## src/sv/hsc_pkg.sv

```systemverilog
// Shared types, constants and lookup functions for the hall six-step commutator.
`timescale 1ns / 1ps

package hsc_pkg;

	localparam int HALL_W     = 3;
	localparam int ON_TIME_W  = 11;
	localparam int BLANK_W    = 10;
	localparam int OFF_TIME_W = 12;
	localparam int TIMER_W    = 12;
	localparam int STEP_W     = 3;
	localparam int DRIVE_W    = 2;
	localparam int POS_W      = 32;
	localparam int PERIOD_OUT_W = 24;
	localparam int CFG_IDX_W  = 2;
	localparam int CFG_DATA_W = 12;
	localparam int IN_TDATA_W  = 16;
	localparam int OUT_TDATA_W = 72;

	localparam logic [HALL_W-1:0]     HALL_RESET  = 3'b101;
	localparam logic [BLANK_W-1:0]    BLANK_RESET = 10'd50;
	localparam logic [OFF_TIME_W-1:0] OFF_RESET   = 12'd800;
	localparam logic [TIMER_W-1:0]    TIMER_RESET = 12'd50;

	localparam logic [CFG_IDX_W-1:0] REG_REVERSE_DIR = 2'd0;
	localparam logic [CFG_IDX_W-1:0] REG_BLANK_TIME  = 2'd1;
	localparam logic [CFG_IDX_W-1:0] REG_OFF_TIME    = 2'd2;

	localparam logic [DRIVE_W-1:0] DRV_FLOAT = 2'd0;
	localparam logic [DRIVE_W-1:0] DRV_HIGH  = 2'd1;
	localparam logic [DRIVE_W-1:0] DRV_LOW   = 2'd2;

	typedef enum logic [1:0] {
		MODE_BLANK = 2'd0,
		MODE_DRIVE = 2'd1,
		MODE_OFF   = 2'd2
	} phase_mode_t;

	typedef struct packed {
		logic                  reverse_dir;
		logic [BLANK_W-1:0]    blank_time;
		logic [OFF_TIME_W-1:0] off_time;
	} cfg_t;

	typedef struct packed {
		logic [DRIVE_W-1:0] phase_a;
		logic [DRIVE_W-1:0] phase_b;
		logic [DRIVE_W-1:0] phase_c;
		logic [STEP_W-1:0]  step;
		logic [POS_W-1:0]   position;
	} comm_res_t;

	typedef struct packed {
		logic              valid;
		logic [STEP_W-1:0] step;
	} step_dec_t;

	// Hall code is {A, B, C}; the all-low and all-high codes decode as invalid.
	function automatic step_dec_t decode_step(input logic rev, input logic [HALL_W-1:0] code);
		step_dec_t d;
		d.valid = 1'b1;
		case (code)
			3'b101: d.step = rev ? 3'd3 : 3'd0;
			3'b001: d.step = rev ? 3'd4 : 3'd1;
			3'b011: d.step = rev ? 3'd5 : 3'd2;
			3'b010: d.step = rev ? 3'd0 : 3'd3;
			3'b110: d.step = rev ? 3'd1 : 3'd4;
			3'b100: d.step = rev ? 3'd2 : 3'd5;
			default: begin
				d.valid = 1'b0;
				d.step  = 3'd0;
			end
		endcase
		return d;
	endfunction

	// Returns {A, B, C} drive codes for a step.
	function automatic logic [3*DRIVE_W-1:0] step_pattern(input logic [STEP_W-1:0] step);
		logic [3*DRIVE_W-1:0] p;
		case (step)
			3'd0: p = {DRV_HIGH,  DRV_FLOAT, DRV_LOW};
			3'd1: p = {DRV_FLOAT, DRV_HIGH,  DRV_LOW};
			3'd2: p = {DRV_LOW,   DRV_HIGH,  DRV_FLOAT};
			3'd3: p = {DRV_LOW,   DRV_FLOAT, DRV_HIGH};
			3'd4: p = {DRV_FLOAT, DRV_LOW,   DRV_HIGH};
			3'd5: p = {DRV_HIGH,  DRV_LOW,   DRV_FLOAT};
			default: p = {DRV_FLOAT, DRV_FLOAT, DRV_FLOAT};
		endcase
		return p;
	endfunction

endpackage

```

## src/sv/hall_six_step_commutator_top.sv

```systemverilog
// Top level: stream ports, configuration registers, input and result registers.
// A beat accepted into the input register has its result written into the result register
// when that register next advances; while the result side stalls, the beat waits in place.
// Throughput: one beat per cycle while the result side is not stalled; the state update is
// a single pass of decode, timer and counter logic between the input and result registers.
// Reset: arst_n clears both stage valids, sets the halls to A1 B0 C1, blanking with a 50-tick
// timer, and the configuration to forward, 50 blanking ticks and 800 off ticks.
`timescale 1ns / 1ps

module hall_six_step_commutator_top #(
	parameter int PERIOD_WIDTH = 24
) (
	input  logic                                clk,
	input  logic                                arst_n,
	input  logic                                s_tvalid,
	output logic                                s_tready,
	// bits: hall_a, hall_b, hall_c, on_time_us[10:0], zero pad
	input  logic [hsc_pkg::IN_TDATA_W-1:0]      s_tdata,
	output logic                                m_tvalid,
	input  logic                                m_tready,
	// bits: phase_a_drive[1:0], phase_b_drive[1:0], phase_c_drive[1:0], step_index[2:0],
	// position_count[31:0], period_ticks[23:0], zero pad
	output logic [hsc_pkg::OUT_TDATA_W-1:0]     m_tdata,
	// bits: period_new
	output logic                                m_tuser,
	input  logic                                cfg_we,
	input  logic [hsc_pkg::CFG_IDX_W-1:0]       cfg_index,
	input  logic [hsc_pkg::CFG_DATA_W-1:0]      cfg_data
);
	import hsc_pkg::*;

	cfg_t                    cfg_q;
	logic                    v_s1;
	logic [HALL_W-1:0]       hall_s1;
	logic [ON_TIME_W-1:0]    on_time_s1;
	logic [HALL_W-1:0]       hall_prev_q;
	logic [HALL_W-1:0]       changed;
	logic                    adv2;
	logic                    step_en;
	logic                    load1;
	comm_res_t               comm_res;
	logic [PERIOD_WIDTH-1:0] latch_next;
	logic [PERIOD_OUT_W-1:0] period24;
	logic                    period_new;
	logic                    v_s2;
	comm_res_t               res_s2;
	logic [PERIOD_OUT_W-1:0] period_s2;
	logic                    period_new_s2;

	always_ff @(posedge clk or negedge arst_n) begin
		if (!arst_n) begin
			cfg_q.reverse_dir <= 1'b0;
			cfg_q.blank_time  <= BLANK_RESET;
			cfg_q.off_time    <= OFF_RESET;
		end else if (cfg_we) begin
			case (cfg_index)
				REG_REVERSE_DIR: cfg_q.reverse_dir <= cfg_data[0];
				REG_BLANK_TIME:  cfg_q.blank_time  <= cfg_data[BLANK_W-1:0];
				REG_OFF_TIME:    cfg_q.off_time    <= cfg_data[OFF_TIME_W-1:0];
				default: ;
			endcase
		end
	end

	// The result register frees up when empty or taken; the input register moves with it.
	assign adv2     = !v_s2 || m_tready;
	assign step_en  = v_s1 && adv2;
	assign s_tready = !v_s1 || adv2;
	assign load1    = s_tvalid && s_tready;

	always_ff @(posedge clk or negedge arst_n) begin
		if (!arst_n) begin
			v_s1 <= 1'b0;
		end else if (s_tready) begin
			v_s1 <= s_tvalid;
		end
	end

	always_ff @(posedge clk) begin
		if (load1) begin
			hall_s1    <= {s_tdata[0], s_tdata[1], s_tdata[2]};
			on_time_s1 <= s_tdata[HALL_W+ON_TIME_W-1:HALL_W];
		end
	end

	always_ff @(posedge clk or negedge arst_n) begin
		if (!arst_n) begin
			hall_prev_q <= HALL_RESET;
		end else if (step_en) begin
			hall_prev_q <= hall_s1;
		end
	end

	assign changed = hall_s1 ^ hall_prev_q;

	hsc_commutate u_commutate (
		.clk          (clk),
		.arst_n       (arst_n),
		.en           (step_en),
		.hall_code    (hall_s1),
		.hall_changed (changed),
		.on_time      (on_time_s1),
		.cfg          (cfg_q),
		.res          (comm_res)
	);

	hsc_period #(
		.PERIOD_WIDTH (PERIOD_WIDTH)
	) u_period (
		.clk        (clk),
		.arst_n     (arst_n),
		.en         (step_en),
		.b_changed  (changed[1]),
		.latch_next (latch_next),
		.period_new (period_new)
	);

	generate
		if (PERIOD_WIDTH >= PERIOD_OUT_W) begin : g_period_trunc
			assign period24 = latch_next[PERIOD_OUT_W-1:0];
		end else begin : g_period_ext
			assign period24 = {{(PERIOD_OUT_W-PERIOD_WIDTH){1'b0}}, latch_next};
		end
	endgenerate

	always_ff @(posedge clk or negedge arst_n) begin
		if (!arst_n) begin
			v_s2 <= 1'b0;
		end else if (adv2) begin
			v_s2 <= v_s1;
		end
	end

	always_ff @(posedge clk) begin
		if (step_en) begin
			res_s2        <= comm_res;
			period_s2     <= period24;
			period_new_s2 <= period_new;
		end
	end

	assign m_tvalid = v_s2;
	assign m_tuser  = period_new_s2;
	assign m_tdata  = {
		{(OUT_TDATA_W - 3*DRIVE_W - STEP_W - POS_W - PERIOD_OUT_W){1'b0}},
		period_s2,
		res_s2.position,
		res_s2.step,
		res_s2.phase_c,
		res_s2.phase_b,
		res_s2.phase_a
	};

	// While driving, exactly one phase floats and the other two are driven.
	a_two_phases_driven: assert property (@(posedge clk) disable iff (!arst_n)
		(m_tvalid && (res_s2.phase_a != DRV_FLOAT || res_s2.phase_b != DRV_FLOAT
			|| res_s2.phase_c != DRV_FLOAT))
		|-> ($countones({res_s2.phase_a == DRV_FLOAT, res_s2.phase_b == DRV_FLOAT,
			res_s2.phase_c == DRV_FLOAT}) == 1))
		else $error("drive pattern does not float exactly one phase");

	a_step_range: assert property (@(posedge clk) disable iff (!arst_n)
		m_tvalid |-> (res_s2.step <= 3'd5))
		else $error("step index out of range");

	// A held input beat must not be overwritten while the result side stalls.
	a_s1_hold: assert property (@(posedge clk) disable iff (!arst_n)
		(v_s1 && !adv2) |=> (v_s1 && $stable(hall_s1) && $stable(on_time_s1)))
		else $error("input register changed during a stall");

	// A taken result with nothing behind it leaves the output empty.
	a_drain: assert property (@(posedge clk) disable iff (!arst_n)
		(m_tvalid && m_tready && !v_s1) |=> !m_tvalid)
		else $error("result beat repeated");

	// The hall history only moves when a beat passes into the result register.
	a_prev_tracks: assert property (@(posedge clk) disable iff (!arst_n)
		!step_en |=> $stable(hall_prev_q))
		else $error("hall history changed without a beat");

endmodule

```

## src/sv/hsc_period.sv

```systemverilog
// Hall B period measurement with a saturating counter.
`timescale 1ns / 1ps

module hsc_period #(
	parameter int PERIOD_WIDTH = 24
) (
	input  logic                    clk,
	input  logic                    arst_n,
	input  logic                    en,
	input  logic                    b_changed,
	output logic [PERIOD_WIDTH-1:0] latch_next,
	output logic                    period_new
);
	import hsc_pkg::*;

	logic                    measuring_q;
	logic [PERIOD_WIDTH-1:0] counter_q;
	logic [PERIOD_WIDTH-1:0] latch_q;
	logic [PERIOD_WIDTH-1:0] cnt_inc;
	logic [PERIOD_WIDTH-1:0] counter_next;
	logic                    measuring_next;

	always_comb begin
		cnt_inc = counter_q;
		if (measuring_q && (counter_q != {PERIOD_WIDTH{1'b1}})) begin
			cnt_inc = counter_q + {{(PERIOD_WIDTH-1){1'b0}}, 1'b1};
		end
		counter_next   = cnt_inc;
		measuring_next = measuring_q;
		latch_next     = latch_q;
		period_new     = 1'b0;
		if (b_changed) begin
			if (!measuring_q) begin
				measuring_next = 1'b1;
				counter_next   = '0;
			end else begin
				measuring_next = 1'b0;
				latch_next     = cnt_inc;
				period_new     = 1'b1;
			end
		end
	end

	always_ff @(posedge clk or negedge arst_n) begin
		if (!arst_n) begin
			measuring_q <= 1'b0;
			counter_q   <= '0;
			latch_q     <= '0;
		end else if (en) begin
			measuring_q <= measuring_next;
			counter_q   <= counter_next;
			latch_q     <= latch_next;
		end
	end

endmodule

```

## src/sv/hsc_commutate.sv

```systemverilog
// Step decode, blanking and drive/off pulse sequencing, and hall A position count.
`timescale 1ns / 1ps

module hsc_commutate (
	input  logic                             clk,
	input  logic                             arst_n,
	input  logic                             en,
	input  logic [hsc_pkg::HALL_W-1:0]       hall_code,
	input  logic [hsc_pkg::HALL_W-1:0]       hall_changed,
	input  logic [hsc_pkg::ON_TIME_W-1:0]    on_time,
	input  hsc_pkg::cfg_t                    cfg,
	output hsc_pkg::comm_res_t               res
);
	import hsc_pkg::*;

	phase_mode_t         mode_q;
	phase_mode_t         mode_next;
	logic [TIMER_W-1:0]  timer_q;
	logic [TIMER_W-1:0]  timer_next;
	logic [STEP_W-1:0]   step_q;
	logic [STEP_W-1:0]   step_next;
	logic [POS_W-1:0]    pos_q;
	logic [POS_W-1:0]    pos_next;
	step_dec_t           dec;
	logic [3*DRIVE_W-1:0] pattern;

	assign dec = decode_step(cfg.reverse_dir, hall_code);

	// Step and position follow a hall change; a rise on A counts by the new B level.
	always_comb begin
		step_next = step_q;
		pos_next  = pos_q;
		if (hall_changed != '0) begin
			if (dec.valid) begin
				step_next = dec.step;
			end
			if (hall_changed[2] && hall_code[2]) begin
				pos_next = hall_code[1] ? pos_q + 32'd1 : pos_q - 32'd1;
			end
		end
	end

	// Next mode and timer.
	always_comb begin
		mode_next  = mode_q;
		timer_next = timer_q;
		if (hall_changed != '0) begin
			mode_next  = MODE_BLANK;
			timer_next = {{(TIMER_W-BLANK_W){1'b0}}, cfg.blank_time};
		end else if (timer_q > {{(TIMER_W-1){1'b0}}, 1'b1}) begin
			timer_next = timer_q - {{(TIMER_W-1){1'b0}}, 1'b1};
		end else begin
			case (mode_q)
				MODE_DRIVE: begin
					mode_next  = MODE_OFF;
					timer_next = cfg.off_time;
				end
				default: begin
					mode_next  = MODE_DRIVE;
					timer_next = {{(TIMER_W-ON_TIME_W){1'b0}}, on_time};
				end
			endcase
		end
	end

	assign pattern = step_pattern(step_next);

	// Phase outputs for the mode after this beat's update.
	always_comb begin
		res.step     = step_next;
		res.position = pos_next;
		case (mode_next)
			MODE_DRIVE: begin
				res.phase_a = pattern[3*DRIVE_W-1:2*DRIVE_W];
				res.phase_b = pattern[2*DRIVE_W-1:DRIVE_W];
				res.phase_c = pattern[DRIVE_W-1:0];
			end
			default: begin
				res.phase_a = DRV_FLOAT;
				res.phase_b = DRV_FLOAT;
				res.phase_c = DRV_FLOAT;
			end
		endcase
	end

	always_ff @(posedge clk or negedge arst_n) begin
		if (!arst_n) begin
			mode_q  <= MODE_BLANK;
			timer_q <= TIMER_RESET;
			step_q  <= '0;
			pos_q   <= '0;
		end else if (en) begin
			mode_q  <= mode_next;
			timer_q <= timer_next;
			step_q  <= step_next;
			pos_q   <= pos_next;
		end
	end

endmodule

```

## config.mk

```make
export PLATFORM = sky130hd
export DESIGN_NAME = hall_six_step_commutator_top
export DESIGN_NICKNAME = d
export VERILOG_FILES = /design/src/sv/hsc_pkg.sv /design/src/sv/hall_six_step_commutator_top.sv /design/src/sv/hsc_period.sv /design/src/sv/hsc_commutate.sv
export SDC_FILE = /design/constraint.sdc
export NUM_CORES = 1
export LEC_CHECK = 0
export BUFFER_PORTS_ARGS = -buffer_cell sky130_fd_sc_hd__buf_2
export CAP_MARGIN = 40
export CORE_ASPECT_RATIO = 0.8
export CORE_MARGIN = 2
export CORE_UTILIZATION = 40
export DETAILED_ROUTE_END_ITERATION = 12
export HOLD_SLACK_MARGIN = 0.02
export PLACE_DENSITY = 0.67
export SYNTH_ARGS = -nofsm -noshare
export SYNTH_HDL_FRONTEND = slang
export SYNTH_HIERARCHICAL = 1
export SYNTH_SLANG_ARGS = --single-unit
```

## constraint.sdc

```tcl
create_clock -name clk -period 5.71 [get_ports clk]
set_clock_uncertainty 0.15 [all_clocks]
set_input_delay 0.8565 -clock clk [delete_from_list [all_inputs] [get_ports clk]]
set_output_delay 0.8565 -clock clk [all_outputs]
set_load 0.02 [all_outputs]
```

# Yosys cells after proc, flatten, opt, wreduce, memory -nomap -nowiden
# Cells that the tools add are included.
word_totals:
  regBits: 206
  inputBits: 35
  wordCells: 87
classes:
  n_bitwise: 1
  n_mux: 27
  magnitude_cmp: 1
  n_reduce_logical: 16
  eq_ne: 16
  add_sub_neg: 4
ops:
  columns: ["op", "n"]
  rows:
  - ["two-way mux 24 bit", 5]
  - ["two-way mux 32 bit", 3]
  - ["two-way mux 12 bit", 3]
  - ["one-hot mux 6 bit (6 select lines)", 1]
  - ["adder 32 x 1 -> 32 bit, second input constant", 1]
  - ["subtractor 32 x 1 -> 32 bit, second input constant", 1]
  - ["adder 24 x 1 -> 24 bit, second input constant", 1]
  - ["inequality test 24 bit, second input constant", 1]
  - ["two-way mux 3 bit", 6]
  - ["one-hot mux 3 bit (6 select lines)", 1]
  - ["equality test 3 bit, second input constant", 5]
  - ["equality test 3 x 2 -> 1 bit, second input constant", 4]
  - ["greater-than comparator 12 x 1 -> 1 bit, second input constant", 1]
  - ["subtractor 12 x 1 -> 12 bit, second input constant", 1]
  - ["two-way mux 2 bit", 5]
  - ["AND reduction 2 bit", 4]
  - ["equality test 2 x 1 -> 1 bit, second input constant", 3]
  - ["equality test 3 x 1 -> 1 bit, second input constant", 2]
  - ["OR reduction 6 bit", 1]
  - ["logical AND 1 bit", 4]
  - ["logical NOT 3 bit", 1]
  - ["two-way mux 1 bit", 3]
  - ["nonzero test 3 bit", 1]
  - ["XOR 3 bit", 1]
  - ["other kinds (4)", 6]

# Depth between registers and ports, before layout
# Gate-level depths: netlist of run 1.
logic_depth:
  ltp_word: 7
  mapped_depth: 12
  mapped_depth_nobuf: 10

# Cells and area by module
# Netlist of run 1, hierarchy kept.
by_module_without_submodules:
  columns: ["module", "n_inst", "area_each_um2", "cells_per_inst"]
  rows:
  - ["hsc_commutate", 1, 4384.2, 566]
  - ["hall_six_step_commutator_top", 1, 3623.5, 157]
  - ["hsc_period", 1, 3150.5, 377]

# Worst setup path after synthesis of run 1
# OpenSTA, ideal clock, no wires.
synth_timing:
  path_kind: "input port to flip-flop"
  start: "input port m_tready"
  end: "register u_period.counter_q[3]"
  setup_ns: 0.082
  arrival_ns: 3.782
  setup_slack_ns: 1.696
  required_time_ns: 5.478
  stages: 8
  cell_sequence: "nand2b_1 -> nand2_1 -> inv_1 -> inv_1 -> a21oi_1 -> clkbuf_1 -> o21ai_0 -> a31oi_1"
synth_via:
  elab_chain_cells: 2
synth_lines:
  columns: ["item", "line_no", "source"]
  rows:
  - ["from (decl)", "hall_six_step_commutator_top.sv:20", "input logic m_tready,"]
  - ["logical OR 1 bit", "hall_six_step_commutator_top.sv:66", "assign adv2 = !v_s2 || m_tready;"]
  - ["logical AND 1 bit", "hall_six_step_commutator_top.sv:67", "assign step_en = v_s1 && adv2;"]
  - ["net step_en", "hall_six_step_commutator_top.sv:39", "logic step_en;"]
  - ["to (signal assigned)", "hsc_period.sv:51", "counter_q <= counter_next;"]
  - ["to (decl)", "hsc_period.sv:17", "logic [PERIOD_WIDTH-1:0] counter_q;"]
# The timed path passes the listed nets, and every way through them passes these cells.
# A chain may end at the register's enable or synchronous reset.

==> summary.md, run 1 <==
| Metric | Value |
|---|---|
| Status | `completed` |
| P&R area growth vs syn | `14.5%` |
| Placed cell count | `about 1500` |
| Setup Buffers After CTS | `0` |
| Starting Density | `0.408` |
| Number of global-route vias before repair | `7990` |
| Hold_buf cts | `0` |
| CTS clock-pin slew for the worst setup and hold paths | `roughly 0.060 ns` |
| Io pins | `between 100 and 150` |
| Min cycle time layout | `4.13 ns` |
| MaxCap Viol Count | `0` |
| Crit path kind | `register to register` |
| Share of layout cells above drive strength 1 | `0.198` |
| Family with the most delay on the worst path | `compound AO/OA/AOI/OAI gates` |
| CP required | `5.82 ns` |
| Gate Count Post-Synth | `1100` |
| Die Span X | `~190 µm` |
| Power Density | `446 nW/µm²` |
| Post-synthesis cell area | `about 11000 µm²` |
| Maximum vdd drop | `0.234 mV` |
| Seq cells post-synth | `206` |
| # clock sinks | `206` |
| Syn. warnings | `6` |
| Nets | `roughly 1200` |
| Buffers added on ports | `100` |
| Antenna Nets Post-Route | `0` |
| Initial antenna violation count | `1` |
| Final Max Tran Viols | `0` |
| Leak | `between 5 and 6 nW` |
| First-pass GRT wire length | `42000 µm` |
| GPL Wtd Cong | `around 0.9` |
| Max Root-Sink Buffers | `3` |
| Core Area | `~27000 µm²` |
| DRT Pass-1 Iters | `6` |
| Post-CTS Resized | `0` |
| Wire per inst | `16.4 µm` |
| Async set-or-reset flop fraction in the synthesized netlist | `0.612` |
| Worst-skew pair later-pin latency | `0.51 ns` |
| Most frequent CP cell | `buf_4` |
| Synth Flop Type | `dfrtp_1` |
| Post-synth EDFFs | `80` |
| RSZ-0062 raised after global routing | `no` |
| Crit path cell chain | `buf_4 -> inv_1 -> buf_4 -> ha_1 -> a211oi_1 -> o21ai_0 -> o221ai_1 -> a21oi_1 -> a2111oi_0 -> nor3_1 -> mux2i_1 -> xnor2_1` |
| CP peak stage delay | `around 0.49 ns` |
| CTS tree | `done` |
| Die Area | `approximately 29000 µm²` |
| Final Hold Viols | `0` |
| Row count | `54` |
| Cts bufs inserted | `24` |
| Seq/Total Area, Yosys | `0.499` |
| Vias | `8545` |
| Overflow left after global routing | `0` |
| Distinct cells, synth | `79` |
| Detailed Route Iter0 Violations | `606` |
| Die height | `~150 µm` |
| Filler Cells Inserted | `approximately 2600` |
| Most frequent cells in the layout | `152 x nand2_1, 115 x dfrtp_1, 100 x buf_2` |
| Tcrit/Tclk final | `0.724` |
| Root buffer cell | `clkbuf_16` |
| DP HPWL | `17600 µm` |
| Critical path fanouts, max | `19` |
| Fmax achieved | `0.242 GHz` |
| Setup_tns | `0 ns` |
| DRC | `0` |
| Syn_area_per_cell | `between 10 and 15 µm²` |
| Slew @ Worst Pin | `0.913 ns` |
| Slew Limit Headroom | `0.387` |
| Final setup fails | `0` |
| Total GRT Usage | `0.176` |
| Critical path launch point type | `register` |
| Critical Path End Type | `register` |
| WL final | `about 26000 µm` |
| Pin count of the biggest net entering global routing | `61` |
| Most common cell after layout, fill and taps aside | `nand2_1` |
| Buf+Inv Stages, Crit Path | `3` |
| Critical Path AT | `~4.2 ns` |
| Slowest CP cell | `inv_1` |
| Fin cells | `1564` |
| Drt via density | `5.46` |
| Min-Delay Path Class | `input pin to asynchronous set/reset pin` |
| H-tree levels | `1` |
[final timing paths]
kind                            depth (start not counted)                     to  slack [ns]                 start
worst min register to register                          2   u_period/latch_q[18]        0.34  u_period/latch_q[18]
worst max-delay path                                   12            m_tdata[40]        1.58            hall_s1[1]
min in group clk                                        2   u_period/latch_q[18]        0.34  u_period/latch_q[18]
worst max register to register                         12            m_tdata[40]        1.58            hall_s1[1]
worst min-delay path                                    2  u_commutate/pos_q[17]        0.25                arst_n
max in group asynchronous                               3         hall_prev_q[0]        4.51                arst_n
[where the power goes]
part | leakage (nW) | internal (W) | total, W | switching, W
combinational | 2.54 | 0.000783 | 0.00195 | 0.00117
clock | 0.407 | 0.000943 | 0.00156 | 0.000615
sequential | 2.36 | 0.00195 | 0.00218 | 0.000234
total | 5.30 | 0.00368 | 0.00570 | 0.00202
[cells in the mapped netlist (7+ instances only)]
cell,count,share of area
a211oi_1,10,0.0067
a21o_1,20,0.013
a21oi_1,52,0.023
a31oi_1,40,0.022
and2_1,8,0.0045
and3_1,13,0.0073
buf_2,10,0.0045
buf_4,11,0.0074
clkbuf_1,43,0.014
dfrtp_1,115,0.26
dfstp_2,11,0.026
edfxtp_1,80,0.22
ha_1,33,0.037
inv_1,15,0.0050
mux2_2,27,0.027
mux2_4,10,0.013
mux2i_1,7,0.0063
nand2_1,152,0.051
nand3_1,29,0.013
nand4_1,10,0.0056
nor2_1,73,0.025
nor3_1,14,0.0063
nor4_1,7,0.0039
o211ai_1,8,0.0054
o21ai_0,85,0.038
o21ai_1,29,0.013
o31ai_1,11,0.0074
or3_1,12,0.0067
xnor2_1,35,0.027
xor2_1,28,0.022
[metrics by stage]
step / setup WS [ns] / hold WS [ns] / area, µm² / total power [W] / utilization
3_5_place_dp: 1.58 / 0.321 / 12000 / 0.00415 / 0.437
6_report: 1.58 / 0.251 / 12800 / 0.00570 / 0.467
4_1_cts: 1.55 / 0.257 / 12800 / 0.00574 / 0.467
5_1_grt: 1.34 / 0.280 / 12800 / 0.00609 / 0.467
2_1_floorplan: 1.70 / 0.298 / 11200 / 0.00365 / -
3_3_place_gp: 1.67 / 0.311 / 11900 / 0.00408 / 0.435
[layout make-up]
cell class,count,area [µm²],share of cell area
flip-flops and latches,206,5570,0.436
multi-input cells,815,5210,0.408
clock buffers,34,733,0.0574
repair buffers,117,659,0.0516
well taps,364,455,0.0356
clock inverters,10,82.6,0.00646
inverters,16,62.6,0.00490
diodes,2,5.00,0.000392
[logic make-up after synthesis]
group | synth area share
muxes | 0.0470
AOI/OAI and AO/OA | 0.168
buffers and inverters | 0.0361
and+or+nand+nor | 0.161
xor gates and xnor gates | 0.0495
adders and majority gates | 0.0388
DFF | 0.499
other | 0.000336
[registers in the layout (all words and copies together), names as in the netlist, 3 cells and up]
| signal | flops |
|---|---|
| u_commutate/timer_q | 12 |
| cfg_q | 23 |
| hall_prev_q | 3 |
| on_time_s1 | 11 |
| u_period/counter_q | 24 |
| u_commutate/pos_q | 32 |
| period_s2 | 24 |
| hall_s1 | 3 |
| u_period/latch_q | 24 |
| u_commutate/step_q | 3 |
| m_tdata | 41 |
[layer usage]
layer,global-route usage,wire (µm),vias up
met4,0.0362,423,0
met3,0.0282,1480,31
met2,0.259,10700,228
met1,0.272,13100,4102
met5,0,0,-
li1,-,-,4184
Note: power is estimated with default switching activity, not from simulation.
==> run 2, diff against run 1 <==
ABC_AREA = 1   (was not set)
PLACE_DENSITY = 0.68   (was 0.67)
clock period = 3.7 ns   (was 5.71 ns; I/O delays follow)
==> summary.md, run 2 <==
| Metric | Value |
|---|---|
| Cts bufs inserted | `23 (-4.2%)` |
| Total GRT Usage | `0.188 (+0.0115)` |
| Crit path kind | `register to register` |
| R2R Path End | `m_tdata[37]` |
| Share of layout cells above drive strength 1 | `0.142 (-0.0561)` |
| Nets | `1767 (+41%)` |
| Final Power | `0.0105 W (+85%)` |
| Starting Density | `0.406 (-0.00151)` |
| WL final | `30000 µm (+17%)` |
| Syn. warnings | `6 (unchanged)` |
| Filler Cells Inserted | `3013 (+17%)` |
| Setup_tns | `0 ns (unchanged)` |
| Syn_area_per_cell | `7.68 µm² (-24%)` |
| H-tree levels | `1 (unchanged)` |
| R2R cell count | `15 (+3)` |
| Wire per inst | `14.1 µm (-14%)` |
| Core Area | `30400 µm² (+11%)` |
| GPL Wtd Cong | `0.913 (+2.1%)` |
| Critical Path AT | `3.18 ns (-1.06 ns)` |
| Final Max Tran Viols | `0 (unchanged)` |
| Io pins | `110 (unchanged)` |
| DP HPWL | `21600 µm (+23%)` |
| Slew Limit Headroom | `0.448 (+0.0614)` |
| Top post-synthesis cells by count | `550 x nand2_1, 188 x inv_1, 135 x nand3_1, 115 x dfrtp_1, 100 x nor2_1` |
| Gate Count Post-Synth | `1608 (+46%)` |
| RR Startpoint | `hall_s1[1]` |
| Fmax achieved | `0.327 GHz (+35%)` |
| Critical path destination | `m_tdata[37]` |
| Final setup fails | `0 (unchanged)` |
| Vias | `10600 (+24%)` |
| Crit. Startpoint | `hall_s1[1]` |
| Worst-skew pair later-pin latency | `0.53 ns (+0.02 ns)` |
| Die Area | `32300 µm² (+10%)` |
| Critical path fanouts, max | `32 (+13)` |
| Overflow left after global routing | `0 (unchanged)` |
| Initial antenna violation count | `0 (-1)` |
| Drt via density | `4.96 (-9.2%)` |
| DRT Pass-1 Iters | `7 (+1)` |
| Seq cells post-synth | `206 (unchanged)` |
| Status | `completed` |
| Die height | `161 µm (+5.0%)` |
| Setup Buffers After CTS | `0 (unchanged)` |
| Root buffer cell | `clkbuf_16` |
| Largest register FFs | `41 (unchanged)` |
| Critical Path End Type | `register` |
| Leak | `6.87 nW (+29%)` |
| Cell taking the most area after synthesis | `dfrtp_1` |
| Min cycle time layout | `3.05 ns (-1.08 ns)` |
| Slew @ Worst Pin | `0.827 ns (-0.0862 ns)` |
| Flop2flop setup slack | `0.65 ns (-0.93 ns)` |
| Synth Flop Type | `dfrtp_1` |
| Min-Delay Path Class | `input pin to register` |
| Tcrit/Tclk final | `0.825 (+0.101)` |
| Number of global-route vias before repair | `9640 (+21%)` |
| Ant. Diodes | `0 (-2)` |
| Antenna Nets Post-Route | `0 (unchanged)` |
| MaxCap Viol Count | `0 (unchanged)` |
| Most frequent cells in the layout | `550 x nand2_1, 187 x inv_1, 135 x nand3_1` |
| Hold_sp | `s_tdata[10]` |
| Distinct cells, synth | `54 (-32%)` |
| Top-area cell type share of the netlist area | `0.233 (-0.0248)` |
| P&R area growth vs syn | `13.0%` |
| CTS tree | `done` |
| Detailed Route Iter0 Violations | `809 (+33%)` |
| Most common cell after layout, fill and taps aside | `nand2_1` |
| Async set-or-reset flop fraction in the synthesized netlist | `0.612 (unchanged)` |
| Power Density | `756 nW/µm² (+69%)` |
| Worst hold slack | `0.0535 ns (-0.197 ns)` |
| Count leader, synth | `nand2_1` |
| Post-synth EDFFs | `80 (unchanged)` |
| Fin util | `0.459 (-0.00797)` |
| Buffers added on ports | `100 (unchanged)` |
| Post-synthesis cell area | `12300 µm² (+11%)` |
| Final Hold Viols | `0 (unchanged)` |
| Row count | `57 (+5.6%)` |
| Critical path launch point type | `register` |
| RSZ-0062 raised after global routing | `no` |
| Seq/Total Area, Yosys | `0.451 (-0.0479)` |
| Pin count of the biggest net entering global routing | `61 (unchanged)` |
| DRC | `0 (unchanged)` |
| Die Span X | `200 µm (+5.1%)` |
| CP required | `3.82 ns (-2.00 ns)` |
| Synth top area cells | `dfrtp_1 23%, edfxtp_1 19%, nand2_1 17%` |
| CTS clock-pin slew for the worst setup and hold paths | `0.06 ns (about the same)` |
| # clock sinks | `206 (unchanged)` |
| Max Root-Sink Buffers | `3 (unchanged)` |
| First-pass GRT wire length | `49900 µm (+19%)` |
| Maximum vdd drop | `0.415 mV (+77%)` |
[run 2: cell types whose count changed after synthesis, sizes merged, moves of 15 or more]
cell and change:
mux2 -33, a31oi -35, o21ai -40, a21oi -15, xnor2 -32, nand3 +114, and2 +23, nand2 +416
or2 +27, a21o -19, nor2 +38, clkbuf -21, inv +175
[run 2: stage by stage]
step           setup WS [ns]  cell area, µm²  std cells
2_1_floorplan          0.321           12400       1614
4_1_cts                0.655           13900       2128
5_1_grt                0.387           13900       2128
6_report               0.646           13900       2128
3_3_place_gp           0.718           13200       2085
3_5_place_dp           0.660           13200       2085
[run 2: area by class of cell]
class                           count  area (µm²)  share of cell area
Multi-Input combinational cell   1161        5750               0.413
Clock buffer                       32         629              0.0451
Clock inverter                     10        87.6             0.00628
Timing Repair Buffer              115         668              0.0479
Sequential cell                   206        5570               0.399
Tap cell                          413         517              0.0371
Inverter                          191         722              0.0518
[run 2: kinds of logic after synthesis]
family | Yosys count | share of synthesized area
adders and majority gates | 34 | 0.0351
AOI/OAI and AO/OA | 159 | 0.0748
buffers and inverters | 247 | 0.0844
and+or+nand+nor | 928 | 0.330
other | 1 | 0.000304
muxes | 5 | 0.00446
DFF | 206 | 0.451
xor gates and xnor gates | 28 | 0.0199
[run 2: power by group]
group          switching [W]  total (W)  leakage (nW)  internal (W)
logic                0.00296    0.00457          4.17       0.00160
clock network       0.000942    0.00220         0.349       0.00126
registers           0.000494    0.00377          2.35       0.00327
[run 2: repair_timing]
action,in CTS,in global routing
hold endpoints to repair,28,0
resized for setup,0,0
hold buffers,1,0
[run 2: how the worst min path moves through the flow]
stage	to	slack (ns)	cells past startpoint
4_1_cts	on_time_s1[9]	0.03	1
2_1_floorplan	cfg_q[0]	0.11	0
3_5_place_dp	cfg_q[8]	0.30	2
5_1_grt	hall_s1[1]	0.03	1
6_report	on_time_s1[7]	0.05	1
3_3_place_gp	cfg_q[9]	0.30	2
[run 2: per-layer routing]
layer	GRT usage	wire [µm]	up-vias
met4	0.0380	525	0
met1	0.295	15500	4911
met2	0.270	12200	268
met5	0	0	-
met3	0.0299	1720	34
li1	-	-	5342
[run 2: critical path, cell delays in order (launching register included)]
cell and delay [ns]:
edfxtp_1 0.36, buf_4 0.19, inv_1 0.06, buf_4 0.41, ha_1 0.38, nand2_1 0.11
nand3_1 0.15, nand2_1 0.10, nand2_1 0.12, nand2_1 0.09, nand2_1 0.18, nand2_1 0.15
nand2_1 0.06, nand2_1 0.06, nand3_1 0.07, and2_1 0.14
